**src/rtl/srtf_pkg.sv**
```systemverilog
// ----------------------------------------------------------------------------
// srtf_pkg
// Shared types and constants for the shortest-remaining-time-first scheduler.
// ----------------------------------------------------------------------------
`default_nettype none

package srtf_pkg;

    localparam int MAX_PROCS_DEF = 16;
    localparam int DATA_W        = 16;
    localparam int TIME_W        = 24;
    localparam int CNT_W         = 5;
    localparam int NPROC_W       = 5;

    localparam logic [TIME_W-1:0] TIME_MAX  = {TIME_W{1'b1}};
    localparam logic [CNT_W-1:0]  COUNT_MAX = {CNT_W{1'b1}};

    localparam logic OP_LOAD = 1'b0;
    localparam logic OP_TICK = 1'b1;

    typedef struct packed {
        logic              operation;
        logic [3:0]        proc_index;
        logic [DATA_W-1:0] arrival;
        logic [DATA_W-1:0] burst;
    } item_t;

    typedef struct packed {
        logic [TIME_W-1:0] tick_time;
        logic [3:0]        chosen_proc;
        logic              idle;
        logic              finished;
        logic [TIME_W-1:0] turnaround;
        logic [TIME_W-1:0] waiting;
        logic              all_done;
    } result_t;

    // best candidate held during a scan
    typedef struct packed {
        logic              found;
        logic [DATA_W-1:0] rem;
        logic [DATA_W-1:0] arrival;
        logic [DATA_W-1:0] burst;
    } best_t;

endpackage

`default_nettype wire

```
**src/rtl/srtf_ram.sv**
```systemverilog
// ----------------------------------------------------------------------------
// srtf_ram
// Simple dual-port RAM, one write port and one registered read port.
// ----------------------------------------------------------------------------
`default_nettype none

module srtf_ram #(
    parameter int WIDTH = 16,
    parameter int DEPTH = 16
) (
    input  wire logic                     clk,
    input  wire logic                     we,
    input  wire logic [$clog2(DEPTH)-1:0] waddr,
    input  wire logic [WIDTH-1:0]         wdata,
    input  wire logic [$clog2(DEPTH)-1:0] raddr,
    output logic      [WIDTH-1:0]         rdata
);

    logic [WIDTH-1:0] mem [DEPTH];

    always_ff @(posedge clk)
    begin
        if (we)
        begin
            mem[waddr] <= wdata;
        end
        rdata <= mem[raddr];
    end

endmodule

`default_nettype wire

```
**src/rtl/srtf_select.sv**
```systemverilog
// ----------------------------------------------------------------------------
// srtf_select
// Running minimum over scanned table entries, lowest index wins a tie.
// ----------------------------------------------------------------------------
`default_nettype none

module srtf_select #(
    parameter int MAX_PROCS = srtf_pkg::MAX_PROCS_DEF
) (
    input  wire logic                                clk,
    input  wire logic                                rst_n,
    input  wire logic                                clear,
    input  wire logic                                eval,
    input  wire logic [$clog2(MAX_PROCS)-1:0]        idx,
    input  wire logic [srtf_pkg::DATA_W-1:0]         rem,
    input  wire logic [srtf_pkg::DATA_W-1:0]         arrival,
    input  wire logic [srtf_pkg::DATA_W-1:0]         burst,
    input  wire logic [srtf_pkg::TIME_W-1:0]         now,
    output srtf_pkg::best_t                          best,
    output logic      [$clog2(MAX_PROCS)-1:0]        pick
);

    localparam int IDX_W = $clog2(MAX_PROCS);

    srtf_pkg::best_t  best_reg;
    srtf_pkg::best_t  best_next;
    logic [IDX_W-1:0] pick_reg;
    logic [IDX_W-1:0] pick_next;
    logic             ready;
    logic             take;

    assign ready = (rem != '0) &&
                   (srtf_pkg::TIME_W'(arrival) <= now);
    // strict less-than keeps the earlier index on equal remaining time
    assign take  = eval && ready && (!best_reg.found || rem < best_reg.rem);

    always_comb
    begin
        best_next = best_reg;
        pick_next = pick_reg;
        if (clear)
        begin
            best_next.found = 1'b0;
        end
        else if (take)
        begin
            best_next.found   = 1'b1;
            best_next.rem     = rem;
            best_next.arrival = arrival;
            best_next.burst   = burst;
            pick_next         = idx;
        end
    end

    always_ff @(posedge clk or negedge rst_n)
    begin
        if (!rst_n)
        begin
            best_reg <= '0;
            pick_reg <= '0;
        end
        else
        begin
            best_reg <= best_next;
            pick_reg <= pick_next;
        end
    end

    assign best = best_reg;
    assign pick = pick_reg;

endmodule

`default_nettype wire

```
**src/rtl/srtf_scheduler.sv**
```systemverilog
// ----------------------------------------------------------------------------
// srtf_scheduler
// Preemptive shortest-remaining-time-first scheduler with table in RAM.
// ----------------------------------------------------------------------------
// load word: accepted with busy low, written in the accept cycle, no result;
//   a new word can follow in every cycle
// tick word: busy through the scan, calc and report states, result strobe in the
//   same cycle that busy falls; the scan reads one table entry per cycle from RAM
// result_valid is a one-cycle strobe, the receiver cannot stall it
// reset: time, completion count, num_procs and all remaining times read zero
// ----------------------------------------------------------------------------
`default_nettype none

module srtf_scheduler #(
    parameter int MAX_PROCS = srtf_pkg::MAX_PROCS_DEF
) (
    input  wire logic                           clk,
    input  wire logic                           rst_n,
    input  wire logic                           start,
    output logic                                busy,
    input  wire srtf_pkg::item_t                item,
    output srtf_pkg::result_t                   result,
    output logic                                result_valid,
    input  wire logic                           cfg_we,
    input  wire logic [srtf_pkg::NPROC_W-1:0]   cfg_data
);

    localparam int IDX_W = $clog2(MAX_PROCS);
    localparam int CNT_W = $clog2(MAX_PROCS + 1);
    localparam int NW    = (CNT_W > srtf_pkg::NPROC_W) ? CNT_W : srtf_pkg::NPROC_W;
    localparam int AB_W  = 2 * srtf_pkg::DATA_W;

    typedef enum logic [1:0] {
        ST_IDLE,
        ST_SCAN,
        ST_CALC,
        ST_REPORT
    } state_t;

    state_t                           state_reg;
    logic [srtf_pkg::NPROC_W-1:0]     num_procs_reg;
    logic [srtf_pkg::TIME_W-1:0]      time_reg;
    logic [srtf_pkg::CNT_W-1:0]       done_cnt_reg;
    logic [MAX_PROCS-1:0]             valid_reg;
    logic [CNT_W-1:0]                 scan_cnt_reg;
    logic                             pend_reg;
    logic [IDX_W-1:0]                 rd_idx_reg;
    logic                             rd_valid_reg;
    srtf_pkg::result_t                result_reg;
    logic                             result_valid_reg;

    logic                             accept;
    logic                             load_acc;
    logic                             tick_acc;
    logic [IDX_W-1:0]                 load_idx;
    logic [NW-1:0]                    n_eff;
    logic                             issue;

    logic                             rem_we;
    logic [IDX_W-1:0]                 rem_waddr;
    logic [srtf_pkg::DATA_W-1:0]      rem_wdata;
    logic [srtf_pkg::DATA_W-1:0]      rem_rdata;
    logic [AB_W-1:0]                  ab_rdata;
    logic [srtf_pkg::DATA_W-1:0]      rem_eff;

    srtf_pkg::best_t                  best;
    logic [IDX_W-1:0]                 pick;

    logic                             fin;
    logic [srtf_pkg::TIME_W-1:0]      time_new;
    logic [srtf_pkg::TIME_W-1:0]      tat;
    logic [srtf_pkg::TIME_W-1:0]      burst_ext;

    assign accept   = start && !busy;
    assign load_acc = accept && (item.operation == srtf_pkg::OP_LOAD) &&
                      (32'(item.proc_index) < 32'(MAX_PROCS));
    assign tick_acc = accept && (item.operation == srtf_pkg::OP_TICK);
    assign load_idx = IDX_W'(item.proc_index);

    assign n_eff = (NW'(num_procs_reg) > NW'(MAX_PROCS)) ? NW'(MAX_PROCS)
                                                         : NW'(num_procs_reg);
    assign issue = (state_reg == ST_SCAN) && (NW'(scan_cnt_reg) < n_eff);

    // remaining-time write port: load, or writeback of the tick's pick
    always_comb
    begin
        rem_we    = 1'b0;
        rem_waddr = load_idx;
        rem_wdata = item.burst;
        if (load_acc)
        begin
            rem_we = 1'b1;
        end
        else if (state_reg == ST_CALC && best.found)
        begin
            rem_we    = 1'b1;
            rem_waddr = pick;
            rem_wdata = best.rem - 1'b1;
        end
    end

    srtf_ram #(
        .WIDTH(AB_W),
        .DEPTH(MAX_PROCS)
    ) u_ab_ram (
        .clk   (clk),
        .we    (load_acc),
        .waddr (load_idx),
        .wdata ({item.arrival, item.burst}),
        .raddr (scan_cnt_reg[IDX_W-1:0]),
        .rdata (ab_rdata)
    );

    srtf_ram #(
        .WIDTH(srtf_pkg::DATA_W),
        .DEPTH(MAX_PROCS)
    ) u_rem_ram (
        .clk   (clk),
        .we    (rem_we),
        .waddr (rem_waddr),
        .wdata (rem_wdata),
        .raddr (scan_cnt_reg[IDX_W-1:0]),
        .rdata (rem_rdata)
    );

    // never-loaded entries read as zero remaining time
    assign rem_eff = rd_valid_reg ? rem_rdata : '0;

    srtf_select #(
        .MAX_PROCS(MAX_PROCS)
    ) u_select (
        .clk     (clk),
        .rst_n   (rst_n),
        .clear   (tick_acc),
        .eval    ((state_reg == ST_SCAN) && pend_reg),
        .idx     (rd_idx_reg),
        .rem     (rem_eff),
        .arrival (ab_rdata[AB_W-1:srtf_pkg::DATA_W]),
        .burst   (ab_rdata[srtf_pkg::DATA_W-1:0]),
        .now     (time_reg),
        .best    (best),
        .pick    (pick)
    );

    assign fin       = best.found && (best.rem == srtf_pkg::DATA_W'(1));
    assign time_new  = (time_reg == srtf_pkg::TIME_MAX) ? time_reg : time_reg + 1'b1;
    assign tat       = time_new - srtf_pkg::TIME_W'(best.arrival);
    assign burst_ext = srtf_pkg::TIME_W'(best.burst);

    always_ff @(posedge clk or negedge rst_n)
    begin
        if (!rst_n)
        begin
            state_reg        <= ST_IDLE;
            num_procs_reg    <= '0;
            time_reg         <= '0;
            done_cnt_reg     <= '0;
            valid_reg        <= '0;
            scan_cnt_reg     <= '0;
            pend_reg         <= 1'b0;
            rd_idx_reg       <= '0;
            rd_valid_reg     <= 1'b0;
            result_reg       <= '0;
            result_valid_reg <= 1'b0;
        end
        else
        begin
            result_valid_reg <= 1'b0;
            if (cfg_we)
            begin
                num_procs_reg <= cfg_data;
            end
            if (load_acc)
            begin
                valid_reg[load_idx] <= 1'b1;
            end
            // read data arrives in the cycle after the address
            pend_reg     <= issue;
            rd_idx_reg   <= scan_cnt_reg[IDX_W-1:0];
            rd_valid_reg <= valid_reg[scan_cnt_reg[IDX_W-1:0]];

            case (state_reg)
                ST_IDLE:
                begin
                    scan_cnt_reg <= '0;
                    if (tick_acc)
                    begin
                        state_reg <= ST_SCAN;
                    end
                end
                ST_SCAN:
                begin
                    if (issue)
                    begin
                        scan_cnt_reg <= scan_cnt_reg + 1'b1;
                    end
                    else
                    begin
                        // last pending entry is evaluated in this cycle
                        state_reg <= ST_CALC;
                    end
                end
                ST_CALC:
                begin
                    result_reg.tick_time   <= time_reg;
                    result_reg.chosen_proc <= best.found ? 4'(pick) : 4'd0;
                    result_reg.idle        <= !best.found;
                    result_reg.finished    <= fin;
                    result_reg.turnaround  <= fin ? tat : '0;
                    time_reg               <= time_new;
                    if (fin && done_cnt_reg != srtf_pkg::COUNT_MAX)
                    begin
                        done_cnt_reg <= done_cnt_reg + 1'b1;
                    end
                    state_reg <= ST_REPORT;
                end
                ST_REPORT:
                begin
                    if (result_reg.finished && result_reg.turnaround >= burst_ext)
                    begin
                        result_reg.waiting <= result_reg.turnaround - burst_ext;
                    end
                    else
                    begin
                        result_reg.waiting <= '0;
                    end
                    result_reg.all_done <= (NW'(done_cnt_reg) >= n_eff);
                    result_valid_reg    <= 1'b1;
                    state_reg           <= ST_IDLE;
                end
                default:
                begin
                    state_reg <= ST_IDLE;
                end
            endcase
        end
    end

    assign busy         = (state_reg != ST_IDLE);
    assign result       = result_reg;
    assign result_valid = result_valid_reg;

endmodule

`default_nettype wire

```
**config.mk**
```make
export PLATFORM = sky130hd
export DESIGN_NAME = srtf_scheduler
export DESIGN_NICKNAME = d
export VERILOG_FILES = /design/src/rtl/srtf_pkg.sv /design/src/rtl/srtf_ram.sv /design/src/rtl/srtf_select.sv /design/src/rtl/srtf_scheduler.sv
export SDC_FILE = /design/constraint.sdc
export NUM_CORES = 1
export LEC_CHECK = 0
export ABC_AREA = 1
export BUFFER_PORTS_ARGS = -buffer_cell sky130_fd_sc_hd__buf_2
export CAP_MARGIN = 20
export CELL_PAD_IN_SITES_DETAIL_PLACEMENT = 0
export CELL_PAD_IN_SITES_GLOBAL_PLACEMENT = 1
export CORE_UTILIZATION = 45
export CTS_CLUSTER_DIAMETER = 100
export CTS_CLUSTER_SIZE = 16
export DETAILED_ROUTE_END_ITERATION = 10
export GPL_TIMING_DRIVEN = 1
export MAX_ROUTING_LAYER = met4
export PLACE_DENSITY_LB_ADDON = 0.3
export SYNTH_ARGS = -nofsm -noshare
export SYNTH_HDL_FRONTEND = slang
export SYNTH_HIERARCHICAL = 1
export SYNTH_SLANG_ARGS = --single-unit
```
**constraint.sdc**
```tcl
create_clock -name clk -period 3.39 [get_ports clk]
set_clock_uncertainty 0.05 [all_clocks]
set_input_delay 0.5085 -clock clk [delete_from_list [all_inputs] [get_ports clk]]
set_output_delay 0.5085 -clock clk [all_outputs]
set_load 0.02 [all_outputs]
```
==> results.md <==
- Of the total power, registers draw 42.1%.
- The leakage component of the power is 23.0 nW.
- Summed over all layers, the global routing overflow is 0.
- The overall routing resource usage is 24.6%.
- The congestion estimate from routability-driven global placement came to 0.901.
- The first global-routing pass estimated 189000 um of wire.
- The number of port buffers is 126.
- Cells fill 50.3% of the core in the end.
- For the worst setup path, the data arrival time is 3660 ps.
- The worst hold-check slack is 37.2 ps.
- The proportion of synthesized flip-flops having asynchronous set or reset is 19.4%.
- The number of vias per cell after detailed routing is 5.05.
- Based on the critical path, the design can be clocked at up to 314 MHz.
- The number of nets in the finished design is 5121.
- The TritonCTS clock tree is done.
- Dividing the synthesized area by the synthesized cell count gives 9.56 um2.
- The count of endpoints failing hold in the final timing report is 0.
- The floorplan has 117 rows.
- The via count of the first global-routing pass came to 30613.
- The path type of the worst min-delay path is input pin to register.
- The count of warnings emitted by yosys is 6.
- The die width is 323 um.
- Per report_power, the clock group accounts for 23.2% of the total.
- The register-to-register path setup slack is 210 ps.
- The dominant register cell in the synthesized netlist is sky130_fd_sc_hd__edfxtp_1.
- In this run, synthesis produced a sequential element count of 1012.
- The synthesized cell area is 46500 um2.
- Setup violations remaining at the end of the flow were counted as 0.
- The fraction of the yosys area taken by sequential cells is 62.2%.
- After clock tree synthesis, the clock-pin slew on the worst setup and hold paths is 80 ps.
- CTS placed an instance of sky130_fd_sc_hd__clkbuf_16 at the clock tree root.
- The proportion of netlist area held by the largest area contributor is 49.6%.
- The total count of max-transition violations in the final report is 0.
- The power per standard cell area is 700 nW/um2.
- STA classifies the critical path startpoint as a register.
- The total routed wirelength is 124000 um.
- The flow ran to the end, and the final reports show no timing, DRC or antenna violations.
- The clock period minus final worst setup slack is 3180 ps.
- The worst pin sits at a relative slew slack of 34.3%.
- The number of different library cells in the post-synthesis netlist is 54.
- The number of primary I/O pins is 127.
- The most numerous cell in the Yosys netlist is sky130_fd_sc_hd__nand2_1.
- The pre-antenna-repair detailed-routing pass consisted of 6 iterations.
- The post-route DRC violation count is 0.
- The clock tree buffer depth is 3.
- STA puts the critical path data required time at 3870 ps.
- The die footprint is 105000 um2.
- The register with the most flip-flops in the layout has 512 of them.
- The final-layout fill cell count is 9411.
- The combinational share of power is 34.7%.
- The number of antenna-violating nets in the routed design is 0.
- The switching power is 13.7 mW.
- Counting every net in the synthesized netlist gives 4992.
- IR analysis of the VDD net gives a maximum drop of 0.538 mV.
- The final route contains 32306 vias.
- The chip height is 323 um.
- The setup TNS is 0 ps.
- Counting instances in the post-synthesis netlist gives the leading cell types as 1514 x sky130_fd_sc_hd__nand2_1, 798 x sky130_fd_sc_hd__inv_1, 768 x sky130_fd_sc_hd__edfxtp_1, 639 x sky130_fd_sc_hd__nand3_1, 196 x sky130_fd_sc_hd__dfrtp_1.
- The proportion of total power due to net switching is 38.1%.
- The worst setup path is captured at a register.
- The starting density of the core is 45.6%.
- The post-synthesis cell type with the largest combined area is sky130_fd_sc_hd__edfxtp_1.
- Dividing the detail-routed wire length by the instance count gives 19.3 um.
- The total of max-cap violations is 0.
- Clock latency on the worst-skew pair, taken at its later pin, is 670 ps.
- The largest driver fanout on the critical path is 5.
- The number of cells produced by synthesis is 4862.
- Ranked by total cell area, the synthesized netlist is headed by sky130_fd_sc_hd__edfxtp_1 50%, sky130_fd_sc_hd__nand2_1 12%, sky130_fd_sc_hd__dfrtp_1 11%.
- The post-synthesis to final-layout area growth is 10.4%.
- In the final layout, flip-flops and latches occupy 28900 um2.
- Entering global routing, the biggest net connects 173 pins.
- The multi-input combinational cells in the finished layout cover a total of 13500 um2.
- The total CTS buffers is 73.
- The initial antenna violation count is 7.
- The number of H-tree levels is 3.
- The count of flip-flops with a built-in enable after synthesis is 768.
- The half-perimeter wire length after detailed placement is 77600 um.
- The floorplan step defined a core boundary enclosing 102000 um2.
- The transition time at the pin with the least slew margin is 986 ps.
- After the first detailed-routing iteration, the DRC count stood at 2770.
- Of the available clock period, the critical path in the final layout requires 93.8%.
- The critical path is of the register to register type.
- In the final layout, the share of cells above drive strength 1 is 8.87%.
- The number of sinks on the clock net is 1012.
- The internal power is 22.2 mW.
placed cells by master (no fill, tap or decap), types with 32 or more instances in the layout:
cell	synthesis	layout
sky130_fd_sc_hd__nand2_1	1514	1513
sky130_fd_sc_hd__inv_1	798	796
sky130_fd_sc_hd__edfxtp_1	768	768
sky130_fd_sc_hd__nand3_1	639	637
sky130_fd_sc_hd__dfrtp_1	196	192
sky130_fd_sc_hd__o21ai_0	146	145
sky130_fd_sc_hd__buf_2	68	125
sky130_fd_sc_hd__nor2_1	160	123
sky130_fd_sc_hd__buf_4	26	97
sky130_fd_sc_hd__ha_1	82	79
sky130_fd_sc_hd__clkbuf_16	0	75
sky130_fd_sc_hd__nand4_1	65	65
sky130_fd_sc_hd__a21oi_1	59	53
sky130_fd_sc_hd__dfxtp_1	48	48
sky130_fd_sc_hd__nor2_2	18	38
sky130_fd_sc_hd__clkbuf_1	52	32
layer usage:
layer  part of all wire [%]  GRT usage (%)  vias to the layer above
met2                     48           39.8                      836
met3                    5.3           2.51                      111
met4                    1.4           4.56                        0
li1                       -              -                    15907
met5                      0              -                        -
met1                     45           33.8                    15452
per-stage QoR:
| stage | instance area [um2] | worst slack (ps) | total power [mW] | std cells |
|---|---|---|---|---|
| after floorplan | 46500 | -79.8 | 23.7 | 4862 |
| after detailed placement | 49100 | 73.6 | 27.7 | 6278 |
| after CTS | 51200 | 63.7 | 36.1 | 6395 |
| final | 51300 | 210 | 35.9 | 6398 |
| after global routing | 51300 | -23.9 | 38.1 | 6398 |
| after global placement | 49100 | 144 | 27.7 | 6278 |
worst paths after layout:
| path | to | from | cells past startpoint |
|---|---|---|---|
| min in group asynchronous | result[20] | rst_n | 2 |
| worst max-delay path | result[44] | time_reg[1] | 22 |
| worst min-delay path | num_procs_reg[2] | cfg_data[2] | 2 |
| worst min register to register | u_select/best[6] | u_ab_ram/rdata[6] | 2 |
| max in group asynchronous | result[9] | rst_n | 3 |
| worst max register to register | result[44] | time_reg[1] | 22 |
area by class of cell:
cell class	count	area share (%)
sequential	1012	56.4
tap	1368	3.33
multi-input combinational	2836	26.4
timing repair buffer	257	3.91
inverter	811	5.95
clock inverter	6	0.158
antenna	1	0.00488
clock buffer	107	3.89
logic make-up (layout without fill, tap and decap cells):
group	after synthesis	after routing	synth area share (%)
XOR/XNOR	45	45	0.848
other	0	1	0
adder cells (fa/ha/maj)	84	84	2.29
AND/OR/NAND/NOR	2450	2450	22.3
buffers and inverters	1014	1181	9.22
multiplexers	4	4	0.0942
AO/OA/AOI/OAI	253	253	2.98
flip-flops	1012	1012	62.2
worst max-delay path: stages, from the launching register on:
cell and delay (ps):
sky130_fd_sc_hd__dfrtp_1 400, sky130_fd_sc_hd__ha_1 220, sky130_fd_sc_hd__inv_2 100, sky130_fd_sc_hd__nor2_4 50, sky130_fd_sc_hd__nand2_2 120, sky130_fd_sc_hd__nor2_2 60
sky130_fd_sc_hd__nand3_2 100, sky130_fd_sc_hd__nand2_1 80, sky130_fd_sc_hd__nor2_2 140, sky130_fd_sc_hd__nand2_2 120, sky130_fd_sc_hd__xor2_2 180, sky130_fd_sc_hd__ha_1 350
sky130_fd_sc_hd__nand2_1 80, sky130_fd_sc_hd__inv_1 100, sky130_fd_sc_hd__nand3_1 100, sky130_fd_sc_hd__nor3_1 150, sky130_fd_sc_hd__nand2_1 80, sky130_fd_sc_hd__nand3_1 130
sky130_fd_sc_hd__nand3_1 160, sky130_fd_sc_hd__nand2_1 100, sky130_fd_sc_hd__nand2_1 50, sky130_fd_sc_hd__nand3_1 60, sky130_fd_sc_hd__o21ai_1 80
power groups by stage:
| stage | sequential (mW) | combinational (mW) | clock (mW) |
|---|---|---|---|
| 2_1_floorplan | 15.1 | 8.65 | 0 |
| 3_3_place_gp | 15.3 | 12.4 | 0 |
| 3_5_place_dp | 15.4 | 12.4 | 0 |
| 4_1_cts | 15.1 | 12.5 | 8.56 |
| 5_1_grt | 15.2 | 13.9 | 8.96 |
| 6_report | 15.1 | 12.5 | 8.33 |
repair_timing:
item / CTS / global route
endpoints found under the setup margin: 0 / 23
resized for setup: 0 / 23
endpoints found under the hold margin: 70 / 0
setup buffers: 0 / 2
hold buffers: 4 / 0
Note: power is estimated with default switching activity, not from simulation.
